**src/hdl/spq_pkg.sv**
```systemverilog
package spq_pkg;

  localparam int unsigned CAPACITY    = 64;
  localparam int unsigned KEY_BITS    = 16;
  localparam int unsigned HANDLE_BITS = 16;

  localparam int unsigned CMD_BITS  = 2;
  localparam int unsigned RANK_BITS = 6;
  localparam int unsigned STAT_BITS = 2;
  localparam int unsigned OCC_BITS  = 7;

  localparam int unsigned CNT_BITS = $clog2(CAPACITY + 1);
  localparam int unsigned CMP_BITS = (RANK_BITS > CNT_BITS) ? RANK_BITS : CNT_BITS;

  typedef enum logic [CMD_BITS-1:0] {
    CMD_INSERT = 2'd0,
    CMD_POP    = 2'd1,
    CMD_READ   = 2'd2,
    CMD_CLEAR  = 2'd3
  } cmd_e;

  typedef enum logic [STAT_BITS-1:0] {
    STAT_OK    = 2'd0,
    STAT_EMPTY = 2'd1,
    STAT_FULL  = 2'd2,
    STAT_RANGE = 2'd3
  } status_e;

  typedef enum logic [2:0] {
    CELL_HOLD,
    CELL_INSERT,
    CELL_POP,
    CELL_LOAD,
    CELL_SHIFT
  } cell_op_e;

  typedef enum logic {
    ST_IDLE,
    ST_SCAN
  } state_e;

  typedef struct packed {
    logic [HANDLE_BITS-1:0] handle;
    logic [KEY_BITS-1:0]    key;
  } entry_t;

  typedef struct packed {
    cell_op_e op;
    entry_t   new_entry;
  } cell_ctrl_t;

endpackage

```
**src/hdl/spq_cell.sv**
```systemverilog
module spq_cell import spq_pkg::*; (
  input  logic       clk_i,
  input  cell_ctrl_t ctrl_i,
  input  logic       occupied_i,
  input  logic       left_ge_i,
  input  entry_t     left_entry_i,
  input  entry_t     right_entry_i,
  input  entry_t     right_rd_i,
  output entry_t     entry_o,
  output logic       ge_o,
  output entry_t     rd_o
);

  entry_t entry_q, entry_d;
  entry_t rd_q, rd_d;

  // entry stays in place when its key is at least the new one
  assign ge_o = occupied_i &&
                ($signed(entry_q.key) >= $signed(ctrl_i.new_entry.key));

  always_comb begin
    entry_d = entry_q;
    rd_d    = rd_q;
    case (ctrl_i.op)
      CELL_INSERT: begin
        if (ge_o) begin
          entry_d = entry_q;
        end else if (left_ge_i) begin
          entry_d = ctrl_i.new_entry;
        end else begin
          entry_d = left_entry_i;
        end
      end
      CELL_POP: begin
        entry_d = right_entry_i;
      end
      CELL_LOAD: begin
        rd_d = entry_q;
      end
      CELL_SHIFT: begin
        rd_d = right_rd_i;
      end
      default: begin
        entry_d = entry_q;
      end
    endcase
  end

  always_ff @(posedge clk_i) begin
    entry_q <= entry_d;
    rd_q    <= rd_d;
  end

  assign entry_o = entry_q;
  assign rd_o    = rd_q;

endmodule

```
**config.mk**
```make
export PLATFORM = sky130hd
export DESIGN_NAME = spq_cell
export DESIGN_NICKNAME = d
export VERILOG_FILES = /design/src/hdl/spq_pkg.sv /design/src/hdl/spq_cell.sv
export SDC_FILE = /design/constraint.sdc
export NUM_CORES = 1
export LEC_CHECK = 0
export BUFFER_PORTS_ARGS = -buffer_cell sky130_fd_sc_hd__buf_2
export CORE_UTILIZATION = 44
export DETAILED_ROUTE_END_ITERATION = 8
export MAX_ROUTING_LAYER = met4
export PLACE_DENSITY = 0.81
export SYNTH_ARGS = -nofsm -noshare
export SYNTH_HDL_FRONTEND = slang
export SYNTH_SLANG_ARGS = --single-unit
```
**constraint.sdc**
```tcl
create_clock -name clk_i -period 3.8 [get_ports clk_i]
set_input_delay 0.38 -clock clk_i [delete_from_list [all_inputs] [get_ports clk_i]]
set_output_delay 0.38 -clock clk_i [all_outputs]
set_load 0.01 [all_outputs]
```
Word-level counts from Yosys, hierarchy flattened. Index checks and enable logic that the tools add are counted.

Bits of input ports: 134. Output and inout bits: 65. Bits in latches: 0. Bits in registers: 64. ROM bits: 0. Memories: 0. RAM bits: 0. Word-level logic and storage cells: 18.

$mul: 0. Div/mod/pow operators: 0. Bitwise operators: 0. Order comparisons: 1. Add/subtract/negate cells: 0. Reduce and logical (&&, ||, !) cells: 4. Shifts and indexed selects: 0. Mux-type cells: 4. Equality and inequality tests: 5.

Operator list (count): $pmux 32 s2 (2); $mux 32 (2); $ge 16x16->1 (1); $eq 3x2->1 const B (2); $reduce_bool 2->1 (2); $eq 3x1->1 const B (1); $eq 3x3->1 const B (1); $ne 2x2->1 const B (1); $reduce_and 2->1 (1); $logic_and 1x1->1 (1).

Depth between registers and ports, before layout.
Depth after elaboration: 4. Gate-level depth with buffers: 7. Depth with buffers taken out: 7.

Least setup slack after synthesis. Ideal clock, no wire load.

Path kind: register to register. Start: register entry_q, in the netlist entry_o[0]. End: register entry_q, in the netlist entry_o[0] (enable). Cell stages (with the launch flop): 8. Data required time: 3.381 ns. Library setup time: 0.419 ns. Period minus slack after synthesis: 3.457 ns. Buffers on the path: 0. Path slack: 0.343 ns. Arrival time: 3.039 ns. Cells stage by stage: edfxtp_1 > inv_1 > ha_1 > nand2b_4 > a2111oi_4 > nor4_1 > o311a_1 > a211oi_2.

Longest elaborated chain between the ends: 4.

RTL lines: start: declaration (RTL line spq_cell.sv:14) `entry_t entry_q, entry_d;`; start signal: assignment (RTL line spq_cell.sv:50) `entry_q <= entry_d;`; $ge 16x16->1 (RTL line spq_cell.sv:19) `($signed(entry_q.key) >= $signed(ctrl_i.new_entry.key));`; $logic_and 1x1->1 (RTL line spq_cell.sv:18) `assign ge_o = occupied_i &&`; named net ge_o (RTL line spq_cell.sv:10) `output logic ge_o,`; $ne 2x2->1 (no source line); $reduce_and 2->1 (no source line).

The timed path passes the listed nets, and every way through them passes these cells. A chain may end at the register's enable or synchronous reset.

Worst setup path after layout.
Start: register entry_q, in the netlist entry_o[11]. End: register entry_q, in the netlist entry_o[27] (enable).

Longest elaborated chain between the ends: 4.

RTL lines (RTL line): $ge 16x16->1 (spq_cell.sv:19); $logic_and 1x1->1 (spq_cell.sv:18); $ne 2x2->1 (no source line); $reduce_and 2->1 (no source line).

No other way between the ends.

==> summary.md <==
| Metric | Value |
|---|---|
| Run status | finished clean |
| CTS Root Buffer Type | sky130_fd_sc_hd__clkbuf_8 |
| Source of the worst hold timing path | right_entry_i[25] |
| Maximum fanout count along the critical path | 31 |
| P&R area growth vs syn | 37.6% |
| Arrival time reported for the critical path endpoint | 2.65 ns |
| Power density over the cells | 360 nW/um^2 |
| Number of register bits inferred by synthesis | 64 |
| Endpoint of the lowest-slack register-to-register path | entry_o[27] |
| Main combinational cell family by area after synthesis | multiplexers |
| Routed WL | 8.50 mm |
| Cell Rows | 31 |
| Drt first-iter violations | 76 |
| Maximum ir drop on the vdd rail | 0.000170 V |
| Time the worst path needs with I/O delays and setup | roughly 2.7 ns |
| Fraction of the yosys area taken by sequential cells | 0.560 |
| FF-to-FF setup slack | between 1 and 1.5 ns |
| Vias in the first global route | approximately 2,800 |
| Final ANT Viol Nets | 0 |
| Final weighted congestion in routability-driven placement | 0.837 |
| Setup repair after global routing missed its margin | no |
| Library cells used by synthesis | 28 |
| Via count | 2,851 |
| Primary FF master, synth | sky130_fd_sc_hd__edfxtp_1 |
| Synth warnings | 0 |
| Xor/xnor share of the synthesized area | 0.00255 |
| Global-route wire length before repair | 13.2 mm |
| Chip width | 90.3 microns |
| GRT Total Usage | 0.213 |
| Relative slew slack | 0.199 |
| Total count of max-transition violations in the final report | 0 |
| Clock sink count | between 60 and 70 |
| Critical Path Source | entry_o[11] |
| Layout Nets | 617 |
| Max Clock Skew | about 0.0095 ns |
| Inserted Clock Buffers | 9 |
| Net switching share of the total power | 0.245 |
| Layout cell share with drive strength beyond 1 | 0.532 |
| Number of optimization iterations in the first detailed-route pass | 4 |
| N_diodes | 0 |
| Net switching power | 0.000416 W |
| Destination of the worst hold path | entry_o[25] |
| Post-synthesis cell count | 268 |
| Final HPWL DP | ~6.5 mm |
| Worst hold stages | 3 |
| Reg-to-Reg Start | entry_o[11] |
| Post-Synth Simple-Gate Area | 0.0685 |
| Area share of the largest cell type after synthesis | 0.560 |
| P_leak | 2.15 nW |
| CTS resizes | 0 |
| Fmax | ~370 MHz |
| Gr ovfl total | 0 |
| TritonCTS clock tree | built |
| Power share of the clock group | 0.319 |
| Reg power frac | 0.503 |
| Reported max-cap violation count | 0 |
| Placement Setup Slack | around 1.1 ns |
| Proportion of synthesized flip-flops having asynchronous set or reset | 0 |
| Mux cell area share after synthesis | 0.195 |
| Period Utilization, post-route | 0.706 |
| WL/cell | 14.9 microns |
| H-tree level count | 3 |
| Clock latency at the later pin of the worst-skew pair | 0.32 ns |
| Startpoint class of the critical path | flop |
| Vias per inst | between 4 and 5 |
| Combinational fraction of design power | 0.179 |
| Design internal power | 0.00128 W |
| Utilization after layout | 0.637 |
| Number of enable flip-flop cells after synthesis | 64 |
| CP Data Required Time | 3.77 ns |
| Post-synth top area cell | sky130_fd_sc_hd__edfxtp_1 |
| Type of the worst setup path | flop to flop |
| Setup crit end kind | flop |
| Total power after layout | 0.00170 W |
| Number of antenna violations at the first check in global routing | 0 |
| Drc violations | 0 |
| Number of hold-slack violations in the final timing report | 0 |
| Setup_tns | 0 ns |
| Minimum setup slack in the final design | approximately 1.1 ns |
| Number of setup buffers added after CTS | 0 |
| Worst reg-to-reg path cell count | 7 |
| Maximum number of pins on one net before global-route repair | 65 |
| CTS clock-pin slew for the worst setup and hold paths | about 0.070 ns |
| Synthesized-area fraction occupied by ao, oa, aoi and oai cells | 0.0806 |
| Maximum buffer depth of the clock tree | 2 |
| Vertical die dimension | 90.3 microns |
| Core region area | between 7000 and 8000 sq um |
| Type of the tightest min-delay check | input pin to flop |
| Post-synthesis share of cell area spent on full adders, half adders and majority gates | 0.0583 |
| Cell area after synthesis | between 3000 and 4000 sq um |
| Final setup violating endpoints | 0 |
| Die ar. | 8160 sq um |
| Syn nets | 418 |
| Placed cells | between 500 and 600 |
| Number of cells in the finished layout apart from fillers | 571 |
| Port Buf Inserts | between 150 and 200 |
| Hold buffer count at CTS | 0 |
| Worst Tran Pin Value | 1.20 ns |
| Number of ports placed on the die boundary | ~200 |
| Per-instance average area after synthesis | 12.8 sq um |
| Starting density of the core | 0.463 |
| Area contributors post-synth | sky130_fd_sc_hd__edfxtp_1 56%, sky130_fd_sc_hd__mux2_2 10%, sky130_fd_sc_hd__mux2i_1 9.3%, sky130_fd_sc_hd__ha_1 5.8%, sky130_fd_sc_hd__o21ai_0 4.8% |
## power groups by stage
| stage | clock network, W | logic, W | registers [W] |
|---|---|---|---|
| 2_1_floorplan | 0 | 0.000134 | 0.000890 |
| 3_3_place_gp | 0 | 0.000292 | 0.000868 |
| 3_5_place_dp | 0 | 0.000305 | 0.000870 |
| 4_1_cts | 0.000555 | 0.000307 | 0.000855 |
| 5_1_grt | 0.000582 | 0.000332 | 0.000859 |
| 6_report | 0.000542 | 0.000304 | 0.000855 |
## layout by cell type (no fill, tap or decap), types with 2 or more instances in the layout
| master | synthesis | final |
|---|---|---|
| sky130_fd_sc_hd__buf_2 | 9 | 198 |
| sky130_fd_sc_hd__edfxtp_1 | 64 | 64 |
| sky130_fd_sc_hd__nand2_1 | 36 | 36 |
| sky130_fd_sc_hd__o21ai_0 | 33 | 33 |
| sky130_fd_sc_hd__mux2i_1 | 32 | 32 |
| sky130_fd_sc_hd__mux2_2 | 31 | 31 |
| sky130_fd_sc_hd__inv_1 | 16 | 16 |
| sky130_fd_sc_hd__ha_1 | 16 | 16 |
| sky130_fd_sc_hd__clkbuf_8 | 0 | 9 |
| sky130_fd_sc_hd__a21oi_1 | 3 | 3 |
| sky130_fd_sc_hd__nand4_1 | 3 | 3 |
| sky130_fd_sc_hd__buf_4 | 0 | 3 |
| sky130_fd_sc_hd__nand2b_4 | 2 | 2 |
| sky130_fd_sc_hd__a21o_1 | 2 | 2 |
| sky130_fd_sc_hd__nor2_1 | 3 | 2 |
| sky130_fd_sc_hd__clkbuf_1 | 4 | 2 |
| sky130_fd_sc_hd__clkinv_1 | 0 | 2 |
| sky130_fd_sc_hd__clkinv_2 | 0 | 2 |
## layer usage
metal  track usage  routed length (microns)  up-vias
met4        0.0847                      171        0
met5             -                        0        -
met1         0.236                     3420     1327
li1              -                        -     1392
met3        0.0261                      347       18
met2         0.391                     4560      114
## cell type report
class                      count  area [sq um]
fill                         624          2690
sequential                    64          1920
multi-input combinational    175          1420
timing repair buffer         201          1010
clock buffer                  11           131
tap                           99           124
inverter                      16          60.1
clock inverter                 5          47.5
## metrics by stage
step           cell area [sq um]  hold WS [ns]
2_1_floorplan               3430         0.567
3_3_place_gp                4540         0.557
3_5_place_dp                4540         0.558
4_1_cts                     4720         0.315
5_1_grt                     4720         0.328
6_report                    4720         0.327
## worst max-delay path by stage
stage                     slack (ns)           to  cells after the start
after floorplan                 0.34   entry_o[0]                      7
after global placement          1.11  entry_o[20]                      8
after detailed placement        1.05  entry_o[21]                      8
after CTS                       1.11         ge_o                      6
after global routing            0.98         ge_o                      6
final                           1.12  entry_o[27]                      7
## state kept, by name, indices dropped and copies added, names as in the netlist
signal and flops:
entry_o 32, rd_o 32
## kinds of logic after synthesis
logic type / Yosys count
DFF: 64
muxes: 63
AOI/OAI and AO/OA: 45
xor gates and xnor gates: 1
buffers and inverters: 29
adders and majority gates: 16
and+or+nand+nor: 50
## worst max-delay path, stage by stage (launching register included)
cell,delay (ns)
sky130_fd_sc_hd__edfxtp_1,0.42
sky130_fd_sc_hd__ha_1,0.34
sky130_fd_sc_hd__a21oi_1,0.16
sky130_fd_sc_hd__o21a_1,0.14
sky130_fd_sc_hd__o2111ai_1,0.15
sky130_fd_sc_hd__o311a_1,0.42
sky130_fd_sc_hd__a211oi_4,0.27
sky130_fd_sc_hd__buf_4,0.42
## synthesized netlist by cell type (3+ instances only)
| library cell | count |
|---|---|
| sky130_fd_sc_hd__mux2_2 | 31 |
| sky130_fd_sc_hd__nand4_1 | 3 |
| sky130_fd_sc_hd__o21ai_0 | 33 |
| sky130_fd_sc_hd__buf_2 | 9 |
| sky130_fd_sc_hd__nand2_1 | 36 |
| sky130_fd_sc_hd__clkbuf_1 | 4 |
| sky130_fd_sc_hd__inv_1 | 16 |
| sky130_fd_sc_hd__a21oi_1 | 3 |
| sky130_fd_sc_hd__nor2_1 | 3 |
| sky130_fd_sc_hd__ha_1 | 16 |
| sky130_fd_sc_hd__edfxtp_1 | 64 |
| sky130_fd_sc_hd__mux2i_1 | 32 |
No activity file was read; power rests on OpenSTA's default activity.
